## src/sv/sort_values_by_keys_core_macros.svh

```systemverilog
// Assertion helpers for the key sorter.
`ifndef SORT_VALUES_BY_KEYS_CORE_MACROS_SVH
`define SORT_VALUES_BY_KEYS_CORE_MACROS_SVH

// same-cycle implication
`define SVBK_ASSERT_NOW(lbl, ante, cons) \
  lbl: assert property (@(posedge clk) disable iff (!rst_n) (ante) |-> (cons)) \
    else $error("svbk check failed");

// next-cycle implication
`define SVBK_ASSERT_NEXT(lbl, ante, cons) \
  lbl: assert property (@(posedge clk) disable iff (!rst_n) (ante) |=> (cons)) \
    else $error("svbk check failed");

`endif

```

## src/sv/svbk_pkg.sv

```systemverilog
package svbk_pkg;

  localparam int CAPACITY_DEF = 64;
  localparam int PAY_W        = 32;
  localparam int KEY_W        = 64;

  typedef enum logic {
    ST_LOAD,
    ST_DRAIN
  } state_t;

  // per-cycle command broadcast to every cell
  typedef struct packed {
    logic load;
    logic drain;
  } cell_ctrl_t;

endpackage

```

## src/sv/svbk_cell.sv

```systemverilog
module svbk_cell (
  input  logic                                clk,
  input  logic                                rst_n,
  input  svbk_pkg::cell_ctrl_t                ctrl_i,
  input  logic signed [svbk_pkg::KEY_W-1:0]   new_key_i,
  input  logic signed [svbk_pkg::PAY_W-1:0]   new_pay_i,
  input  logic                                prev_ins_i,
  input  logic                                prev_valid_i,
  input  logic signed [svbk_pkg::KEY_W-1:0]   prev_key_i,
  input  logic signed [svbk_pkg::PAY_W-1:0]   prev_pay_i,
  input  logic                                next_valid_i,
  input  logic signed [svbk_pkg::KEY_W-1:0]   next_key_i,
  input  logic signed [svbk_pkg::PAY_W-1:0]   next_pay_i,
  output logic                                ins_o,
  output logic                                valid_o,
  output logic signed [svbk_pkg::KEY_W-1:0]   key_o,
  output logic signed [svbk_pkg::PAY_W-1:0]   pay_o
);

  logic                              valid_r, valid_nxt;
  logic signed [svbk_pkg::KEY_W-1:0] key_r, key_nxt;
  logic signed [svbk_pkg::PAY_W-1:0] pay_r, pay_nxt;

  // strictly greater keeps equal keys ahead of the new pair
  assign ins_o = !valid_r || (key_r > new_key_i);

  always_comb begin
    valid_nxt = valid_r;
    key_nxt   = key_r;
    pay_nxt   = pay_r;
    if (ctrl_i.load) begin
      if (ins_o && !prev_ins_i) begin
        valid_nxt = 1'b1;
        key_nxt   = new_key_i;
        pay_nxt   = new_pay_i;
      end else if (ins_o && prev_ins_i) begin
        valid_nxt = prev_valid_i;
        key_nxt   = prev_key_i;
        pay_nxt   = prev_pay_i;
      end
    end else if (ctrl_i.drain) begin
      valid_nxt = next_valid_i;
      key_nxt   = next_key_i;
      pay_nxt   = next_pay_i;
    end
  end

  always_ff @(posedge clk) begin
    if (!rst_n) begin
      valid_r <= 1'b0;
    end else begin
      valid_r <= valid_nxt;
    end
  end

  always_ff @(posedge clk) begin
    key_r <= key_nxt;
    pay_r <= pay_nxt;
  end

  assign valid_o = valid_r;
  assign key_o   = key_r;
  assign pay_o   = pay_r;

endmodule

```

## config.mk

```make
export PLATFORM = sky130hd
export DESIGN_NAME = svbk_cell
export DESIGN_NICKNAME = d
export VERILOG_FILES = /design/src/sv/sort_values_by_keys_core_macros.svh /design/src/sv/svbk_pkg.sv /design/src/sv/svbk_cell.sv
export SDC_FILE = /design/constraint.sdc
export NUM_CORES = 1
export LEC_CHECK = 0
export BUFFER_PORTS_ARGS = -buffer_cell sky130_fd_sc_hd__buf_2
export CAP_MARGIN = 10
export CORE_AREA = 2 2 153 155
export CTS_BUF_LIST = sky130_fd_sc_hd__clkbuf_4 sky130_fd_sc_hd__clkbuf_8 sky130_fd_sc_hd__clkbuf_16
export CTS_CLUSTER_SIZE = 14
export DETAILED_ROUTE_END_ITERATION = 16
export DIE_AREA = 0 0 155 157
export GPL_ROUTABILITY_DRIVEN = 0
export PLACE_DENSITY = 0.64
export SYNTH_ARGS = -nofsm -noshare
export SYNTH_HDL_FRONTEND = slang
export SYNTH_SLANG_ARGS = --single-unit
```

## constraint.sdc

```tcl
create_clock -name clk -period 11.05 [get_ports clk]
set_clock_uncertainty 0.1 [all_clocks]
set_input_delay 0 -clock clk [delete_from_list [all_inputs] [get_ports clk]]
set_output_delay 0 -clock clk [all_outputs]
set_load 0.01 [all_outputs]
```

Yosys cells after proc, flatten, opt, wreduce, memory -nomap -nowiden. Index checks and enable logic that the tools add are counted.

Register bits: 97. Bits of input ports: 295. Output and inout port bits: 98. Word-level logic and storage cells: 24.

$lt $le $gt $ge: 1. Eq/ne operators: 1. Muxes and demuxes: 12. Reduce and logical (&&, ||, !) cells: 7.

Operators with widths (number): $mux W64 (4); $mux W32 (4); $gt A64 B64 Y1 (1); $mux W1 (4); $ne A3 B1 Y1 const B (1); $logic_and A1 B1 Y1 (2); $logic_not A1 Y1 (2); $reduce_and A2 Y1 (1); $reduce_bool A2 Y1 (1); $logic_or A1 B1 Y1 (1).

Depth between registers and ports, before layout.
Word-level depth: 6. Gate-level depth with buffers: 13. Depth with buffers taken out: 10.

Least setup slack after synthesis. OpenSTA, ideal clock, no wires.

Path type: flip-flop to flip-flop. Start point: reg key_r (netlist bit key_o[14]). End point: reg key_r (netlist bit key_o[0]), enable pin. Setup time: 0.414 ns. Arrival: 3.753 ns. Data required time: 10.536 ns. Slack: 6.783 ns. Cell stages (with the launch flop): 10. Path buffers: 0. Period minus slack after synthesis: 4.267 ns. Cells stage by stage: edfxtp_1 -> ha_1 -> a21oi_1 -> nand2_1 -> a221o_1 -> o31a_1 -> o211ai_1 -> a21oi_1 -> o31ai_1 -> mux2_2.

Word-level cells in the longest chain between the ends: 5. Elaborated cells between the ends (all ways): 6. Classes of those cells: order compare (1); eq/ne (1); reduce/logical (4).

RTL lines: from (decl) (RTL line svbk_cell.sv:21) `logic signed [svbk_pkg::KEY_W-1:0] key_r, key_nxt;`; from (signal assigned) (RTL line svbk_cell.sv:57) `key_r <= key_nxt;`; $gt A64 B64 Y1 * (RTL line svbk_cell.sv:25) `assign ins_o = !valid_r || (key_r > new_key_i);`; $logic_or A1 B1 Y1 * (RTL line svbk_cell.sv:25); via ins_o (RTL line svbk_cell.sv:14) `output logic ins_o,`; $logic_and A1 B1 Y1, on equally long branches (RTL line svbk_cell.sv:32, svbk_cell.sv:36); $ne A3 B1 Y1 (no line) *; $reduce_and A2 Y1 (no line) *.

The timed path passes the listed nets; every way through them passes the cells marked *. A chain may end at the register's enable or synchronous reset.

Worst setup path after layout.
Start point: reg key_r (netlist bit key_o[5]). End point: reg key_r (netlist bit key_o[15]) (data pin).

Word-level cells in the longest chain between the ends: 5.

RTL lines: $gt A64 B64 Y1 (RTL line svbk_cell.sv:25); $logic_or A1 B1 Y1 (RTL line svbk_cell.sv:25); $logic_and A1 B1 Y1 (RTL line svbk_cell.sv:32) `if (ins_o && !prev_ins_i) begin`; $mux W64 (RTL line svbk_cell.sv:32); $mux W64 (RTL line svbk_cell.sv:31) `if (ctrl_i.load) begin`; via key_nxt, one bit (RTL line svbk_cell.sv:21).

The timed path passes the listed nets, and every way through them passes these cells.

==> summary.txt <==
Run status
  • Status: finished, final reports clean

Global routing
  • Largest net degree at the start of global routing: 114
  • Initial antenna violation count: 2
  • First-pass GRT wire length: 46000 um
  • Grt total ovfl: 0
  • GR Util All Layers: 24.0%
  • Vias in the first global route: 8698

Clocking
  • Clk sink count: 97
  • Inserted Clock Buffers: 9
  • Deepest clock path buffer count: 2
  • Worst skew pair latency: 360 ps
  • Post-CTS setup buffers: 0
  • Clock transition at path regs: 80 ps
  • CTS tree: done
  • CTS HTree Levels: 3
  • Clock root cell: clkbuf_16

STA
  • Final setup vio count: 0
  • Fin crit share: 42.9%
  • Pin slew with the least headroom to its limit: 1240 ps
  • Min Clock Period, post-route: 4740 ps
  • Final slew viol count: 0
  • Worst slew margin: 17.1%
  • RSZ-0062 raised after global routing: false
  • Fmax: 211 MHz
  • Final setup TNS: 0 ps
  • Hold Fails Final Rpt: 0

Logic synthesis
  • Synthesis warning total: 0
  • EDFF count, synth: 96
  • Library cells used by synthesis: 40
  • Post-Synthesis Cells: 817
  • Synthesized net count: 1176
  • Synth Flop Type: edfxtp_1
  • Async S/R FF share, synth: 0%
  • Area leader, netlist: edfxtp_1
  • Flip-flop and latch count after synthesis: 97
  • Sequential fraction of the synthesis area: 39.5%
  • Syn avg cell area: 8.99 sq um
  • Cell Area, Synth: 0.00734 sq mm
  • Area contributors post-synth: edfxtp_1 (39%), ha_1 (11%), o31ai_1 (9.9%)
  • Area share of the largest cell type after synthesis: 39.3%

Worst setup path
  • Setup slack, reg-to-reg: 6310 ps
  • Largest stage delay, worst path: 800 ps
  • CP max stage cell: buf_4
  • R2r endpoint: key_o[15]$_DFFE_PP_
  • CP max FO: 75
  • R2r startpoint: key_o[5]$_DFFE_PP_
  • CP Data Required Time: 11170 ps
  • Buf+Inv Stages, Crit Path: 2
  • CP Class: flop to flop
  • Crit end category: flop
  • Crit path DAT: 4860 ps
  • Startpoint class of the critical path: flop
  • Number of cells on the worst reg-to-reg path: 11
  • CP delay by family, top: compound AO/OA/AOI/OAI gates
  • Crit-path cells: ha_1 -> a21oi_1 -> o21ai_1 -> a221o_1 -> o31a_1 -> o211a_4 -> o21ai_4 -> buf_4 -> nand4_1 -> a31oi_1 -> dlygate4sd3_1

Die
  • Width of the die: 155 um
  • Initial Utilization: 32.6%
  • Die area: 0.0243 sq mm
  • Core area: 0.0225 sq mm
  • Cell row count: 55
  • DIE HEIGHT: 157 um
  • I/O pin total: 393

Drt
  • Metal-1 WL: 11900 um
  • DR vias: 9137
  • Drt drc: 0
  • Wirelength, routed: 30500 um
  • Vias per cell: 5.61
  • Iter 0 DRT Violations: 1012
  • Final ANT Viol Nets: 0
  • Highest Signal Layer: met5
  • Drt pass-1 iters: 7
  • DR WL met3: 2480 um
  • Met2 WL: 15100 um
  • Post-DR wirelength/cell: 18.7 um

Power and ir drop
  • PD cells: 113 mW/mm^2
  • Clk network pwr share: 26.9%
  • Power after layout: 1320 uW
  • Internal power: 891 uW
  • Lkg Pwr: 0.00529 uW
  • Worst VDD drop: 64.5 uV
  • Switch share: 32.7%
  • Switch Pwr: 432 uW
  • Reg power frac: 37.2%
  • Combinational share of power: 35.8%

Cells and area
  • Layout cells sized above 1: 31.6%
  • Most common cell after layout, fill and taps aside: buf_2
  • FF+latch area: 0.00290 sq mm
  • P&R area growth vs syn: 58.9%
  • Final Instance Area: 0.0117 sq mm
  • Layout Utilization: 51.8%
  • Most frequent cells in the layout: buf_2 (391), dlygate4sd3_1 (195), nand4_1 (109)
  • Area of the multi-input gates: 0.00385 sq mm
  • Nets@finish: 1698
  • # fillers: 2116
  • Non-filler instance count after layout: 1630

Flow run
  • Max-Cap Viols: 0

Place
  • Input/output buffers: 392
  • Inst Count DP: 1418
  • Hpwl dp: 20500 um
  • Placed Area: 0.00939 sq mm

Min path
  • Hold WC Path Type: input port to flop
  • Worst Hold End: key_o[37]$_DFFE_PP_
  • WHS Path Cells: 2
  • Worst hold start: ctrl_i[0]
[stage by stage]
step / hold slack [ps] / setup WS (ps)
6_report: 81.7 / 6310
5_1_grt: 109 / 6140
4_1_cts: 80.5 / 6350
3_5_place_dp: 202 / 6530
3_3_place_gp: 218 / 6570
2_1_floorplan: 38.4 / 6780
[registers in the layout (all words and copies together) (netlist names)]
register and cells:
key_o 64, pay_o 32, valid_o 1
[layout make-up]
type	instances	area share, %
timing repair buffer	595	34.1
multi-input combinational	571	33.0
sequential	97	24.9
tap	285	3.06
inverter	65	2.09
clock buffer	9	1.93
clock inverter	7	0.869
antenna	1	0.0215
[power groups by stage]
stage / combinational [uW] / clock [uW] / sequential [uW]
2_1_floorplan: 199 / 0 / 522
3_3_place_gp: 389 / 0 / 497
3_5_place_dp: 391 / 0 / 500
4_1_cts: 471 / 364 / 492
5_1_grt: 520 / 379 / 498
6_report: 474 / 356 / 492
[what timing repair did]
action / 4_1_cts / 5_1_grt
hold buffers: 195 / 0
hold endpoints to repair: 97 / 0
gates resized for setup: 0 / 0
[metal layers]
metal | vias up | global-route usage, %
li1 | 4234 | -
met1 | 4305 | 28.9
met2 | 512 | 41.7
met3 | 84 | 5.18
met4 | 2 | 10.1
met5 | - | 0
[logic make-up after synthesis]
kind of cell,Yosys count,share of synthesized area [%]
compound gates,251,23.1
fa+ha+maj,64,10.9
buf+inv,149,8.66
flops,97,39.5
mux,2,0.307
simple gates,254,17.5
[Yosys cell counts (all sizes together), types with 2 or more instances]
master,number
nor3,6
a21o,4
nand3,5
buf,30
a211oi,2
a31oi,97
mux2,2
nand4,109
nor2,103
a221oi,3
nor2b,2
ha,64
edfxtp,96
o21ai,10
a21oi,27
and3,2
nand2,20
o31ai,97
clkbuf,54
o211ai,4
inv,65
nor4,3
[how the worst max path moves through the flow]
| stage | start | endpoint | slack, ps | depth (start not counted) |
|---|---|---|---|---|
| 6_report | key_o[5]$_DFFE_PP_ | key_o[15]$_DFFE_PP_ | 6310 | 11 |
| 5_1_grt | key_o[63]$_DFFE_PP_ | key_o[24]$_DFFE_PP_ | 6140 | 10 |
| 4_1_cts | key_o[63]$_DFFE_PP_ | pay_o[0]$_DFFE_PP_ | 6350 | 10 |
| 3_5_place_dp | key_o[14]$_DFFE_PP_ | pay_o[25]$_DFFE_PP_ | 6530 | 9 |
| 3_3_place_gp | key_o[14]$_DFFE_PP_ | pay_o[25]$_DFFE_PP_ | 6570 | 9 |
| 2_1_floorplan | key_o[14]$_DFFE_PP_ | key_o[0]$_DFFE_PP_ | 6780 | 9 |
(Power assumes the default switching activity.)
